<file path="src/rtl/core/backend_load_balancer_select_assert.svh">
`ifndef BACKEND_LOAD_BALANCER_SELECT_ASSERT_SVH
`define BACKEND_LOAD_BALANCER_SELECT_ASSERT_SVH

// Checks that a condition implies a consequence in the same cycle, outside reset.
`define BLBS_ASSERT_SAME(label, ante, cons, msg) \
   label: assert property (@(posedge clock) disable iff (reset) (ante) |-> (cons)) \
      else $error(msg);

// Checks that a condition implies a consequence in the next cycle, outside reset.
`define BLBS_ASSERT_NEXT(label, ante, cons, msg) \
   label: assert property (@(posedge clock) disable iff (reset) (ante) |=> (cons)) \
      else $error(msg);

`endif

</file>
<file path="src/rtl/core/blbs_pkg.sv">
package blbs_pkg;

   // Table size limits and field widths.
   localparam int DEFAULT_MAX_SERVERS = 8;
   localparam int SLOT_LIMIT          = 8;
   localparam int IDX_W               = 3;
   localparam int CNT_W               = 4;
   localparam int STEP_W              = 4;
   localparam int FUNC_W              = 3;
   localparam int IP_W                = 32;
   localparam int OPEN_W              = 16;
   localparam int MODE_W              = 2;
   localparam int MASK_W              = 8;
   localparam int TALLY_W             = 2;
   localparam int CSR_ADDR_W          = 1;
   localparam int CSR_DATA_W          = 8;
   localparam int REQ_DATA_W          = 40;
   localparam int RSP_DATA_W          = 8;
   localparam int RSP_USER_W          = 1;

   // Sequencing lengths: four character phases per octet, one nibble per modulo step.
   localparam int HASH_STEPS = 16;
   localparam int MOD_NIBBLE = 4;
   localparam int MOD_STEPS  = IP_W / MOD_NIBBLE;

   // Hash and failure constants.
   localparam logic [IP_W-1:0] HASH_MULT  = 32'd31;
   localparam int              FAIL_LIMIT = 3;
   localparam logic [7:0]      CHAR_ZERO  = 8'h30;
   localparam logic [7:0]      CHAR_DOT   = 8'h2E;
   localparam logic [7:0]      OCT_HUND   = 8'd100;
   localparam logic [7:0]      OCT_TEN    = 8'd10;

   // Request kinds.
   typedef logic [FUNC_W-1:0] func_type;
   localparam func_type FUNC_SELECT  = 3'd0;
   localparam func_type FUNC_OPEN    = 3'd1;
   localparam func_type FUNC_CLOSE   = 3'd2;
   localparam func_type FUNC_SUCCESS = 3'd3;
   localparam func_type FUNC_FAILURE = 3'd4;

   // Selection modes.
   typedef logic [MODE_W-1:0] mode_type;
   localparam mode_type MODE_ROUND_ROBIN = 2'd0;
   localparam mode_type MODE_LEAST_CONN  = 2'd1;
   localparam mode_type MODE_IP_HASH     = 2'd2;
   localparam mode_type MODE_FIRST       = 2'd3;

   // Configuration register indexes.
   localparam logic [CSR_ADDR_W-1:0] CSR_SELECT_MODE  = 1'd0;
   localparam logic [CSR_ADDR_W-1:0] CSR_PRESENT_MASK = 1'd1;

   // Controller states.
   typedef enum logic [2:0] {
      ST_IDLE,
      ST_ELIG,
      ST_HASH,
      ST_MOD,
      ST_SCAN,
      ST_LEAST,
      ST_UPDATE,
      ST_DONE
   } ctrl_state_type;

   // Commands from the controller to the datapath.
   typedef struct packed {
      logic capture;
      logic elig_load;
      logic turn_load;
      logic hash_step;
      logic mod_step;
      logic scan_step;
      logic least_step;
      logic step_clear;
      logic update;
      logic rsp_load;
   } dp_cmd_type;

   // Status from the datapath to the controller.
   typedef struct packed {
      logic     req_select;
      mode_type mode;
      logic     count_zero;
      logic     step_last_hash;
      logic     step_last_mod;
      logic     step_last_scan;
      logic     scan_hit;
      logic     rsp_free;
   } dp_status_type;

   // Decimal digits of one address octet.
   typedef struct packed {
      logic [3:0] hund;
      logic [3:0] tens;
      logic [3:0] ones;
   } dec_digits_type;

   // Splits an octet into decimal digits; tens use a reciprocal multiply valid below 100.
   function automatic dec_digits_type dec_digits(input logic [7:0] oct);
      logic [7:0]     rest;
      logic [13:0]    prod;
      dec_digits_type d;
      if (oct >= 8'd200) begin
         d.hund = 4'd2;
         rest   = oct - 8'd200;
      end else if (oct >= OCT_HUND) begin
         d.hund = 4'd1;
         rest   = oct - OCT_HUND;
      end else begin
         d.hund = 4'd0;
         rest   = oct;
      end
      prod   = 14'(rest) * 14'd103;
      d.tens = prod[13:10];
      d.ones = 4'(rest - 8'(d.tens) * OCT_TEN);
      return d;
   endfunction

endpackage

</file>
<file path="src/rtl/core/blbs_ctrl.sv">
module blbs_ctrl (
   input  logic                    clock,
   input  logic                    reset,
   input  logic                    req_tvalid,
   output logic                    req_tready,
   output blbs_pkg::dp_cmd_type    cmd,
   input  blbs_pkg::dp_status_type status
);

   blbs_pkg::ctrl_state_type state_ff;
   blbs_pkg::ctrl_state_type state_in;

   // State register.
   always_ff @(posedge clock) begin
      if (reset) begin
         state_ff <= blbs_pkg::ST_IDLE;
      end else begin
         state_ff <= state_in;
      end
   end

   // Next state and datapath commands.
   always_comb begin
      state_in   = state_ff;
      cmd        = '0;
      req_tready = (state_ff == blbs_pkg::ST_IDLE);
      case (state_ff)
         blbs_pkg::ST_IDLE: begin
            if (req_tvalid) begin
               cmd.capture = 1'b1;
               state_in    = status.req_select ? blbs_pkg::ST_ELIG : blbs_pkg::ST_UPDATE;
            end
         end
         blbs_pkg::ST_ELIG: begin
            cmd.elig_load  = 1'b1;
            cmd.step_clear = 1'b1;
            if (status.count_zero) begin
               state_in = blbs_pkg::ST_DONE;
            end else begin
               case (status.mode)
                  blbs_pkg::MODE_ROUND_ROBIN: begin
                     cmd.turn_load = 1'b1;
                     state_in      = blbs_pkg::ST_MOD;
                  end
                  blbs_pkg::MODE_LEAST_CONN: state_in = blbs_pkg::ST_LEAST;
                  blbs_pkg::MODE_IP_HASH:    state_in = blbs_pkg::ST_HASH;
                  default:                   state_in = blbs_pkg::ST_SCAN;
               endcase
            end
         end
         blbs_pkg::ST_HASH: begin
            cmd.hash_step = 1'b1;
            if (status.step_last_hash) begin
               state_in = blbs_pkg::ST_MOD;
            end
         end
         blbs_pkg::ST_MOD: begin
            cmd.mod_step = 1'b1;
            if (status.step_last_mod) begin
               cmd.step_clear = 1'b1;
               state_in       = blbs_pkg::ST_SCAN;
            end
         end
         blbs_pkg::ST_SCAN: begin
            cmd.scan_step = 1'b1;
            if (status.scan_hit || status.step_last_scan) begin
               state_in = blbs_pkg::ST_DONE;
            end
         end
         blbs_pkg::ST_LEAST: begin
            cmd.least_step = 1'b1;
            if (status.step_last_scan) begin
               state_in = blbs_pkg::ST_DONE;
            end
         end
         blbs_pkg::ST_UPDATE: begin
            cmd.update = 1'b1;
            state_in   = blbs_pkg::ST_DONE;
         end
         blbs_pkg::ST_DONE: begin
            if (status.rsp_free) begin
               cmd.rsp_load = 1'b1;
               state_in     = blbs_pkg::ST_IDLE;
            end
         end
         default: state_in = blbs_pkg::ST_IDLE;
      endcase
   end

endmodule

</file>
<file path="src/rtl/core/blbs_datapath.sv">
module blbs_datapath #(
   parameter int MAX_SERVERS = blbs_pkg::DEFAULT_MAX_SERVERS
) (
   input  logic                                clock,
   input  logic                                reset,
   input  logic [blbs_pkg::REQ_DATA_W-1:0]     req_tdata,
   input  logic [blbs_pkg::FUNC_W-1:0]         req_tuser,
   output logic                                rsp_tvalid,
   input  logic                                rsp_tready,
   output logic [blbs_pkg::RSP_DATA_W-1:0]     rsp_tdata,
   output logic [blbs_pkg::RSP_USER_W-1:0]     rsp_tuser,
   input  logic                                csr_we,
   input  logic [blbs_pkg::CSR_ADDR_W-1:0]     csr_addr,
   input  logic [blbs_pkg::CSR_DATA_W-1:0]     csr_wdata,
   input  blbs_pkg::dp_cmd_type                cmd,
   output blbs_pkg::dp_status_type             status
);

   // Slots at or above the mask width can never be present.
   localparam int NUM_SLOTS = (MAX_SERVERS < blbs_pkg::SLOT_LIMIT) ?
                              MAX_SERVERS : blbs_pkg::SLOT_LIMIT;
   localparam int SLOT_W    = (NUM_SLOTS > 1) ? $clog2(NUM_SLOTS) : 1;
   localparam int IDX_W     = blbs_pkg::IDX_W;
   localparam int CNT_W     = blbs_pkg::CNT_W;
   localparam int STEP_W    = blbs_pkg::STEP_W;
   localparam int IP_W      = blbs_pkg::IP_W;
   localparam int OPEN_W    = blbs_pkg::OPEN_W;
   localparam int NIB       = blbs_pkg::MOD_NIBBLE;

   // Character phases within one octet of the address text.
   localparam logic [1:0] PH_HUND = 2'd0;
   localparam logic [1:0] PH_TENS = 2'd1;
   localparam logic [1:0] PH_ONES = 2'd2;
   localparam logic [1:0] LAST_OCTET = 2'd3;

   // Configuration and request registers.
   blbs_pkg::mode_type               mode_ff;
   logic [blbs_pkg::MASK_W-1:0]      mask_ff;
   blbs_pkg::func_type               func_ff;
   logic [IP_W-1:0]                  ip_ff;
   logic [IDX_W-1:0]                 idx_ff;

   // Table state.
   logic [NUM_SLOTS-1:0]             active_ff, active_in;
   logic [OPEN_W-1:0]                open_ff [NUM_SLOTS];
   logic                             open_wr;
   logic [OPEN_W-1:0]                open_wdata;
   logic [IP_W-1:0]                  turn_ff, turn_in;
   logic [blbs_pkg::TALLY_W-1:0]     tally_ff, tally_in;

   // Selection working registers.
   logic [NUM_SLOTS-1:0]             elig_ff, elig_in;
   logic [CNT_W-1:0]                 count_ff, count_in;
   logic [IP_W-1:0]                  dividend_ff, dividend_in;
   logic [IDX_W-1:0]                 rem_ff, rem_in;
   logic [STEP_W-1:0]                step_ff, step_in;
   logic [IDX_W-1:0]                 seen_ff, seen_in;
   logic [IDX_W-1:0]                 pick_ff, pick_in;
   logic [OPEN_W-1:0]                least_ff, least_in;
   logic                             best_ff, best_in;

   // Output register.
   logic                             rsp_valid_ff, rsp_valid_in;
   logic                             rsp_found_ff;
   logic [IDX_W-1:0]                 rsp_index_ff;
   logic                             rsp_active_ff;

   logic                             ok;
   logic [SLOT_W-1:0]                idx_slot;
   logic [SLOT_W-1:0]                step_slot;
   logic [SLOT_W-1:0]                rd_slot;
   logic [OPEN_W-1:0]                rd_count;
   logic                             addr_active;
   logic                             step_elig;
   logic                             found;
   logic [1:0]                       octet_sel;
   logic [1:0]                       phase;
   logic [7:0]                       oct;
   blbs_pkg::dec_digits_type         digits;
   logic                             ch_apply;
   logic [7:0]                       ch;
   logic [IP_W-1:0]                  hash_next;
   logic [IDX_W-1:0]                 mod_rem;

   assign ok          = {1'b0, idx_ff} < (IDX_W + 1)'(NUM_SLOTS);
   assign idx_slot    = idx_ff[SLOT_W-1:0];
   assign step_slot   = step_ff[SLOT_W-1:0];
   assign rd_slot     = cmd.least_step ? step_slot : idx_slot;
   assign rd_count    = open_ff[rd_slot];
   assign addr_active = ok ? active_ff[idx_slot] : 1'b0;
   assign step_elig   = elig_ff[step_slot];
   assign found       = (func_ff == blbs_pkg::FUNC_SELECT) && (count_ff != '0);

   // Configuration writes.
   always_ff @(posedge clock) begin
      if (reset) begin
         mode_ff <= blbs_pkg::MODE_ROUND_ROBIN;
         mask_ff <= '0;
      end else if (csr_we) begin
         case (csr_addr)
            blbs_pkg::CSR_SELECT_MODE:  mode_ff <= csr_wdata[blbs_pkg::MODE_W-1:0];
            blbs_pkg::CSR_PRESENT_MASK: mask_ff <= csr_wdata[blbs_pkg::MASK_W-1:0];
            default: ;
         endcase
      end
   end

   // Request capture; the fields are payload and need no reset.
   always_ff @(posedge clock) begin
      if (cmd.capture) begin
         func_ff <= req_tuser;
         ip_ff   <= req_tdata[IP_W-1:0];
         idx_ff  <= req_tdata[IP_W +: IDX_W];
      end
   end

   // Eligible slots and their population count.
   always_comb begin
      elig_in  = '0;
      count_in = '0;
      for (int i = 0; i < NUM_SLOTS; i++) begin
         elig_in[i] = mask_ff[i] & active_ff[i];
         count_in   = count_in + CNT_W'(elig_in[i]);
      end
   end

   // Connection counts, active flags and the shared failure tally.
   always_comb begin
      active_in  = active_ff;
      tally_in   = tally_ff;
      open_wr    = 1'b0;
      open_wdata = rd_count;
      if (cmd.update && ok) begin
         case (func_ff)
            blbs_pkg::FUNC_OPEN: begin
               if (rd_count != '1) begin
                  open_wr    = 1'b1;
                  open_wdata = rd_count + OPEN_W'(1);
               end
            end
            blbs_pkg::FUNC_CLOSE: begin
               if (rd_count != '0) begin
                  open_wr    = 1'b1;
                  open_wdata = rd_count - OPEN_W'(1);
               end
            end
            blbs_pkg::FUNC_SUCCESS: active_in[idx_slot] = 1'b1;
            blbs_pkg::FUNC_FAILURE: begin
               if ((tally_ff + 2'd1) == blbs_pkg::TALLY_W'(blbs_pkg::FAIL_LIMIT)) begin
                  active_in[idx_slot] = 1'b0;
                  tally_in            = '0;
               end else begin
                  tally_in = tally_ff + 2'd1;
               end
            end
            default: ;
         endcase
      end
   end

   always_ff @(posedge clock) begin
      if (reset) begin
         active_ff <= '1;
         tally_ff  <= '0;
         turn_ff   <= '0;
         for (int i = 0; i < NUM_SLOTS; i++) begin
            open_ff[i] <= '0;
         end
      end else begin
         active_ff <= active_in;
         tally_ff  <= tally_in;
         turn_ff   <= turn_in;
         if (open_wr) begin
            open_ff[idx_slot] <= open_wdata;
         end
      end
   end

   // One character of the dotted-decimal address text per hash step.
   assign octet_sel = step_ff[3:2];
   assign phase     = step_ff[1:0];
   assign oct       = 8'(ip_ff >> {~octet_sel, 3'b000});
   assign digits    = blbs_pkg::dec_digits(oct);

   always_comb begin
      case (phase)
         PH_HUND: begin
            ch_apply = (oct >= blbs_pkg::OCT_HUND);
            ch       = blbs_pkg::CHAR_ZERO + 8'(digits.hund);
         end
         PH_TENS: begin
            ch_apply = (oct >= blbs_pkg::OCT_TEN);
            ch       = blbs_pkg::CHAR_ZERO + 8'(digits.tens);
         end
         PH_ONES: begin
            ch_apply = 1'b1;
            ch       = blbs_pkg::CHAR_ZERO + 8'(digits.ones);
         end
         default: begin
            ch_apply = (octet_sel != LAST_OCTET);
            ch       = blbs_pkg::CHAR_DOT;
         end
      endcase
   end

   assign hash_next = IP_W'(dividend_ff * blbs_pkg::HASH_MULT) + IP_W'(ch);

   // Remainder by the eligible count, one nibble per step, one bit at a time.
   always_comb begin
      logic [IDX_W:0] trial;
      mod_rem = rem_ff;
      for (int b = NIB - 1; b >= 0; b--) begin
         trial = {mod_rem, dividend_ff[IP_W - NIB + b]};
         if (trial >= count_ff) begin
            trial = trial - count_ff;
         end
         mod_rem = trial[IDX_W-1:0];
      end
   end

   // Working register updates for hash, modulo, scan and least search.
   always_comb begin
      turn_in     = turn_ff;
      dividend_in = dividend_ff;
      rem_in      = rem_ff;
      seen_in     = seen_ff;
      pick_in     = pick_ff;
      least_in    = least_ff;
      best_in     = best_ff;
      step_in     = step_ff;

      if (cmd.elig_load) begin
         dividend_in = '0;
         rem_in      = '0;
         seen_in     = '0;
         best_in     = 1'b0;
      end
      if (cmd.turn_load) begin
         dividend_in = turn_ff;
         turn_in     = turn_ff + IP_W'(1);
      end
      if (cmd.hash_step && ch_apply) begin
         dividend_in = hash_next;
      end
      if (cmd.mod_step) begin
         dividend_in = dividend_ff << NIB;
         rem_in      = mod_rem;
      end
      if (cmd.scan_step && step_elig) begin
         if (seen_ff == rem_ff) begin
            pick_in = step_ff[IDX_W-1:0];
         end
         seen_in = seen_ff + IDX_W'(1);
      end
      if (cmd.least_step && step_elig && (!best_ff || rd_count < least_ff)) begin
         least_in = rd_count;
         pick_in  = step_ff[IDX_W-1:0];
         best_in  = 1'b1;
      end

      if (cmd.step_clear) begin
         step_in = '0;
      end else if (cmd.hash_step || cmd.mod_step || cmd.scan_step || cmd.least_step) begin
         step_in = step_ff + STEP_W'(1);
      end
   end

   always_ff @(posedge clock) begin
      if (reset) begin
         step_ff <= '0;
         best_ff <= 1'b0;
      end else begin
         step_ff <= step_in;
         best_ff <= best_in;
      end
   end

   always_ff @(posedge clock) begin
      dividend_ff <= dividend_in;
      rem_ff      <= rem_in;
      seen_ff     <= seen_in;
      pick_ff     <= pick_in;
      least_ff    <= least_in;
      if (cmd.elig_load) begin
         elig_ff  <= elig_in;
         count_ff <= count_in;
      end
   end

   // Output register; a finished transaction waits here while the next request enters.
   assign rsp_valid_in = cmd.rsp_load ? 1'b1 : (rsp_tready ? 1'b0 : rsp_valid_ff);

   always_ff @(posedge clock) begin
      if (reset) begin
         rsp_valid_ff <= 1'b0;
      end else begin
         rsp_valid_ff <= rsp_valid_in;
      end
   end

   always_ff @(posedge clock) begin
      if (cmd.rsp_load) begin
         rsp_found_ff  <= found;
         rsp_index_ff  <= found ? pick_ff : '0;
         if (func_ff == blbs_pkg::FUNC_SELECT) begin
            rsp_active_ff <= found;
         end else begin
            rsp_active_ff <= addr_active;
         end
      end
   end

   assign rsp_tvalid = rsp_valid_ff;
   assign rsp_tuser  = rsp_found_ff;
   assign rsp_tdata  = {(blbs_pkg::RSP_DATA_W - IDX_W - 1)'(0), rsp_active_ff, rsp_index_ff};

   // Status back to the controller.
   assign status.req_select     = (req_tuser == blbs_pkg::FUNC_SELECT);
   assign status.mode           = mode_ff;
   assign status.count_zero     = (count_in == '0);
   assign status.step_last_hash = (step_ff == STEP_W'(blbs_pkg::HASH_STEPS - 1));
   assign status.step_last_mod  = (step_ff == STEP_W'(blbs_pkg::MOD_STEPS - 1));
   assign status.step_last_scan = (step_ff == STEP_W'(NUM_SLOTS - 1));
   assign status.scan_hit       = step_elig && (seen_ff == rem_ff);
   assign status.rsp_free       = !rsp_valid_ff || rsp_tready;

endmodule

</file>
<file path="src/rtl/core/backend_load_balancer_select.sv">
// Backend selection: a non-select request passes through an update state, then the result state.
// Select goes straight to the result when no slot is eligible; first-active and least-connections
// scan the slots, round robin runs the modulo of the turn counter and then the slot scan, and
// the address hash runs 16 text steps, then 8 nibble steps of the modulo, then the slot scan.
// One request is in work at a time; the next is accepted once the result is registered.
// Reset is synchronous: all slots active, connection counts, turn and failure tally zero.
`include "backend_load_balancer_select_assert.svh"

module backend_load_balancer_select #(
   parameter int MAX_SERVERS = blbs_pkg::DEFAULT_MAX_SERVERS
) (
   input  logic                                clock,
   input  logic                                reset,
   // Request channel.
   input  logic                                req_tvalid,
   output logic                                req_tready,
   // Bits from low: address[31:0], server_index[34:32], zero fill[39:35].
   input  logic [blbs_pkg::REQ_DATA_W-1:0]     req_tdata,
   // Bits from low: func[2:0].
   input  logic [blbs_pkg::FUNC_W-1:0]         req_tuser,
   // Result channel.
   output logic                                rsp_tvalid,
   input  logic                                rsp_tready,
   // Bits from low: chosen_index[2:0], server_now_active[3], zero fill[7:4].
   output logic [blbs_pkg::RSP_DATA_W-1:0]     rsp_tdata,
   // Bits from low: found[0].
   output logic [blbs_pkg::RSP_USER_W-1:0]     rsp_tuser,
   // Configuration writes.
   input  logic                                csr_we,
   input  logic [blbs_pkg::CSR_ADDR_W-1:0]     csr_addr,
   input  logic [blbs_pkg::CSR_DATA_W-1:0]     csr_wdata
);

   blbs_pkg::dp_cmd_type    cmd;
   blbs_pkg::dp_status_type status;

   // Result fields as seen on the result channel.
   logic                       rsp_found;
   logic                       rsp_active;
   logic [blbs_pkg::IDX_W-1:0] rsp_index;

   // Sequencing of each transaction.
   blbs_ctrl u_ctrl (
      .clock      (clock),
      .reset      (reset),
      .req_tvalid (req_tvalid),
      .req_tready (req_tready),
      .cmd        (cmd),
      .status     (status)
   );

   // Table state, hash, modulo, scan and output register.
   blbs_datapath #(
      .MAX_SERVERS (MAX_SERVERS)
   ) u_datapath (
      .clock      (clock),
      .reset      (reset),
      .req_tdata  (req_tdata),
      .req_tuser  (req_tuser),
      .rsp_tvalid (rsp_tvalid),
      .rsp_tready (rsp_tready),
      .rsp_tdata  (rsp_tdata),
      .rsp_tuser  (rsp_tuser),
      .csr_we     (csr_we),
      .csr_addr   (csr_addr),
      .csr_wdata  (csr_wdata),
      .cmd        (cmd),
      .status     (status)
   );

   assign rsp_found  = rsp_tuser[0];
   assign rsp_active = rsp_tdata[blbs_pkg::IDX_W];
   assign rsp_index  = rsp_tdata[blbs_pkg::IDX_W-1:0];

   // A new transaction is never taken while one is still in work.
   `BLBS_ASSERT_NEXT(a_busy_after_accept, req_tvalid && req_tready, !req_tready, "busy accept")
   // A found server is active by definition.
   `BLBS_ASSERT_SAME(a_found_active, rsp_tvalid && rsp_found, rsp_active, "found server inactive")
   // Without a found server the chosen index reads zero.
   `BLBS_ASSERT_SAME(a_index_zero, rsp_tvalid && !rsp_found, rsp_index == '0, "stray index")
   // A new result only appears after a transaction was in work.
   `BLBS_ASSERT_SAME(a_result_from_work, $rose(rsp_tvalid), !$past(req_tready), "idle result")

endmodule
</file>
<file path="config.mk">
export PLATFORM = sky130hd
export DESIGN_NAME = backend_load_balancer_select
export DESIGN_NICKNAME = d
export VERILOG_FILES = /design/src/rtl/core/blbs_pkg.sv /design/src/rtl/core/blbs_ctrl.sv /design/src/rtl/core/blbs_datapath.sv /design/src/rtl/core/backend_load_balancer_select.sv
export VERILOG_INCLUDE_DIRS = /design/src /design/src/rtl/core
export SDC_FILE = /design/constraint.sdc
export NUM_CORES = 1
export LEC_CHECK = 0
export BUFFER_PORTS_ARGS = -buffer_cell sky130_fd_sc_hd__buf_2
export CAP_MARGIN = 20
export CELL_PAD_IN_SITES_DETAIL_PLACEMENT = 1
export CELL_PAD_IN_SITES_GLOBAL_PLACEMENT = 1
export CORE_ASPECT_RATIO = 1.2
export CORE_MARGIN = 1
export CORE_UTILIZATION = 51
export CTS_CLUSTER_DIAMETER = 80
export DETAILED_ROUTE_END_ITERATION = 8
export PLACE_DENSITY = 0.85
export SYNTH_ARGS = -nofsm -noshare
export SYNTH_HDL_FRONTEND = slang
export SYNTH_HIERARCHICAL = 1
export SYNTH_SLANG_ARGS = --single-unit
</file>
<file path="constraint.sdc">
create_clock -name clock -period 14.4 [get_ports clock]
set_clock_uncertainty 0.15 [all_clocks]
set_input_delay 2.88 -clock clock [delete_from_list [all_inputs] [get_ports clock]]
set_output_delay 2.88 -clock clock [all_outputs]
set_load 0.01 [all_outputs]
</file>
==> insert_results.sql <==
INSERT INTO impl_metrics (metric_group, metric, value, unit) VALUES
('outcome', 'run_status', 'completed', ''),
('place', 'place.gp.congestion', '0.9207', ''),
('clock_tree', 'tritoncts', 'done', ''),
('grt', 'pin_count_of_the_biggest_net_entering_global_routing', '65', ''),
('worst_setup_path', 'timing.critical_path.to_type', 'flop', ''),
('grt', 'first_global_vias', '18680', ''),
('grt', 'antenna_found_initial', '0', ''),
('drt', 'first_pass_iters', '5', ''),
('grt', 'use_met1', '33.00', '%'),
('flow_run', 'drv_cap', '0', ''),
('final_layout', 'mostFrequentLayoutCells', 'nor2_1, edfxtp_1, ha_1', ''),
('sta', 'rsz0062_at_grt', 'no', ''),
('sta', 'transition_at_the_pin_with_the_smallest_max_transition_slack', '1.151', 'ns'),
('min_path', 'timing.hold.worst_path_depth', '2', ''),
('worst_setup_path', 'critical_path.most_common_cell', 'inv_1', ''),
('synthesis', 'synth_area_per_cell', '10.36', 'um^2'),
('final_layout', 'instances_no_fill', '2681', ''),
('grt', 'overflow', '0', ''),
('worst_setup_path', 'worstReg2RegEnd', 'u_datapath/dividend_ff[30]', ''),
('sta', 'report.final.setup_viol', '0', ''),
('sta', 'tns', '0', 'ns'),
('worst_setup_path', 'crit_path_start', 'u_datapath/step_ff[2]', ''),
('min_path', 'worstHoldPathType', 'flop to flop', ''),
('clock_tree', 'cts.path.max_buffers', '3', ''),
('grt', 'busiest_layer', 'met2', ''),
('worst_setup_path', 'crit_family', 'adder cells', ''),
('floorplan', 'start_util', '51.82', '%'),
('worst_setup_path', 'rr_startpoint', 'u_datapath/step_ff[2]', ''),
('floorplan', 'vertical_die_dimension', '227.9', 'um'),
('worst_setup_path', 'worst_r2r_path_depth', '45', ''),
('floorplan', 'fp.coreArea', '0.04186', 'mm^2'),
('drt', 'routed_wire_length_per_instance', '24.24', 'um'),
('floorplan', 'num_io_pins', '68', ''),
('final_layout', 'area.growth.synth_to_final', '7.850', '%'),
('worst_setup_path', 'critPathMaxFanout', '18', ''),
('synthesis', 'synth_area', '0.02169', 'mm^2'),
('clock_tree', 'postCtsHoldBufs', '0', ''),
('worst_setup_path', 'cp-start-kind', 'flop', ''),
('clock_tree', 'postCtsSetupBuffers', '0', ''),
('clock_tree', 'clkLatencyLatePin', '0.58', 'ns'),
('synthesis', 'synthArstFlopShare', '0', '%'),
('sta', 'period_share', '88.14', '%'),
('drt', 'drtIter0Drc', '1096', ''),
('min_path', 'hold_path_startpoint', 'u_datapath/mask_ff[0]', ''),
('drt', 'antenna_viol_nets_final', '0', ''),
('clock_tree', 'ctsResizeCount', '0', ''),
('worst_setup_path', 'worstPathBufferInverterCount', '10', ''),
('clock_tree', 'cts_buffers', '31', ''),
('synthesis', 'synth_edf_count', '236', ''),
('worst_setup_path', 'critPathMaxStageDelay', '0.64', 'ns'),
('final_layout', 'diodes', '0', ''),
('grt', 'global_route.usage.total', '29.95', '%'),
('worst_setup_path', 'start_to_end_type_of_the_worst_setup_path', 'flop to flop', ''),
('synthesis', 'yosysWarningCount', '6', ''),
('place', 'dpl_cell_area', '0.02231', 'mm^2'),
('synthesis', 'ys_dominant_reg_cell', 'edfxtp_1', ''),
('drt', 'post_drt_via_cell_ratio', '6.386', ''),
('sta', 'max_clock_freq', '78.79', 'MHz'),
('synthesis', 'ys_types', '107', ''),
('grt', 'met2_usage', '56.33', '%'),
('place', 'dp_hpwl', '45.94', 'mm'),
('grt', 'met3_track_usage_gr', '2.985', '%'),
('sta', 'finalHoldViolCount', '0', ''),
('worst_setup_path', 'reg2reg_setup_slack', '1.71', 'ns'),
('worst_setup_path', 'crit_arrival', '12.84', 'ns'),
('clock_tree', 'cts_htree_levels', '1', ''),
('final_layout', 'layout-drive-gt1-share', '11.85', '%'),
('sta', 'relSlewSlack', '23.24', '%'),
('worst_setup_path', 'timing.critical_path.slowest_stage_cell', 'mux4_2', ''),
('drt', 'drc', '0', ''),
('clock_tree', 'cts.sinks', '301', '');
## cell families after synthesis
kind of cell	share of synthesized area (%)
AND/OR/NAND/NOR	15.99
AO/OA/AOI/OAI	15.74
flip-flops	38.67
adder cells (fa/ha/maj)	18.32
buffers and inverters	5.191
XOR/XNOR	3.507
multiplexers	2.567
other	0.01729
## Yosys cell counts, types with 9 or more instances
cell | n | area, um^2
nor4_1 | 13 | 81.33
nor2b_1 | 24 | 150.1
ha_1 | 148 | 1852
buf_4 | 13 | 97.59
fa_1 | 106 | 2122
nand4_1 | 14 | 87.58
buf_2 | 21 | 105.1
clkbuf_1 | 43 | 161.4
xor2_1 | 42 | 367.9
and2_1 | 16 | 100.1
a311oi_1 | 17 | 148.9
o21ai_0 | 60 | 300.3
o31ai_1 | 12 | 90.09
nand3_1 | 52 | 260.3
a21oi_1 | 112 | 560.5
nand2b_1 | 52 | 325.3
dfxtp_1 | 65 | 1301
a22oi_1 | 12 | 90.09
nand2_1 | 113 | 424.2
o211ai_1 | 23 | 172.7
a21oi_2 | 10 | 87.58
o22ai_1 | 29 | 181.4
o22a_1 | 10 | 87.58
and3_1 | 22 | 137.6
edfxtp_1 | 236 | 7087
a221oi_1 | 13 | 113.9
inv_1 | 134 | 503.0
or3_1 | 15 | 93.84
mux4_2 | 11 | 247.7
nor2_1 | 268 | 1006
mux2_2 | 9 | 101.4
a21o_1 | 24 | 180.2
a211oi_1 | 16 | 120.1
a31oi_1 | 14 | 87.58
a21boi_0 | 10 | 75.07
mux2i_1 | 17 | 170.2
xnor2_1 | 43 | 376.6
nor3_1 | 41 | 205.2
o21a_1 | 15 | 112.6
buf_6 | 19 | 214.0
nor3_2 | 9 | 90.09
## worst reg2reg max path: cells and delay by family (launching register included)
| kind | cells | cell delay, ns |
|---|---|---|
| mux | 1 | 0.65 |
| flops | 1 | 0.31 |
| buf+inv | 10 | 0.97 |
| fa+ha+maj | 12 | 4.62 |
| xor+xnor | 6 | 1.46 |
| simple gates | 3 | 0.64 |
| compound gates | 13 | 3.64 |
## flip-flops by register name (all words and copies together) (netlist names), 3 cells and up, named ones only
name,cells
u_ctrl/state_ff,3
u_datapath/count_ff,4
u_datapath/dividend_ff,32
u_datapath/elig_ff,8
u_datapath/func_ff,3
u_datapath/idx_ff,3
u_datapath/ip_ff,32
u_datapath/least_ff,16
u_datapath/mask_ff,8
u_datapath/open_ff,128
u_datapath/pick_ff,3
u_datapath/rem_ff,3
u_datapath/rsp_index_ff,3
u_datapath/seen_ff,3
u_datapath/step_ff,4
u_datapath/turn_ff,32
## per-layer routing
metal  share of wire [%]  up-vias
li1                    -     7603
met1                  37     8714
met2                  53      595
met3                 4.7      209
met4                 5.2        0
met5                   0        -
## cell type report
cell class / instances / area [um^2]
Clock buffer: 42 / 888.4
Clock inverter: 15 / 136.4
Fill cell: 4554 / 18470
Inverter: 139 / 521.8
Multi-Input combinational cell: 1553 / 12220
Sequential cell: 301 / 8389
Tap cell: 546 / 683.2
Timing Repair Buffer: 85 / 553.0
## worst max path at each step
stage                                       to  slack [ns]  depth (start not counted)
floorplan           u_datapath/dividend_ff[30]        3.36                         47
global placement    u_datapath/dividend_ff[30]        2.22                         46
detailed placement  u_datapath/dividend_ff[30]        1.79                         46
CTS                 u_datapath/dividend_ff[30]        1.73                         46
global route        u_datapath/dividend_ff[31]        0.92                         46
finish              u_datapath/dividend_ff[30]        1.71                         45
## metrics by stage
stage	utilization (%)	hold WS [ns]	setup slack (ns)
after floorplan	-	0.2529	3.357
after global placement	53.23	0.2939	2.218
after detailed placement	53.29	0.3033	1.786
after CTS	55.74	0.3314	1.727
after global routing	55.89	0.3488	0.9181
final	55.89	0.3320	1.708
Power is not shown: default switching activity piles up to over one toggle a cycle in this logic, so the estimate is an artifact.
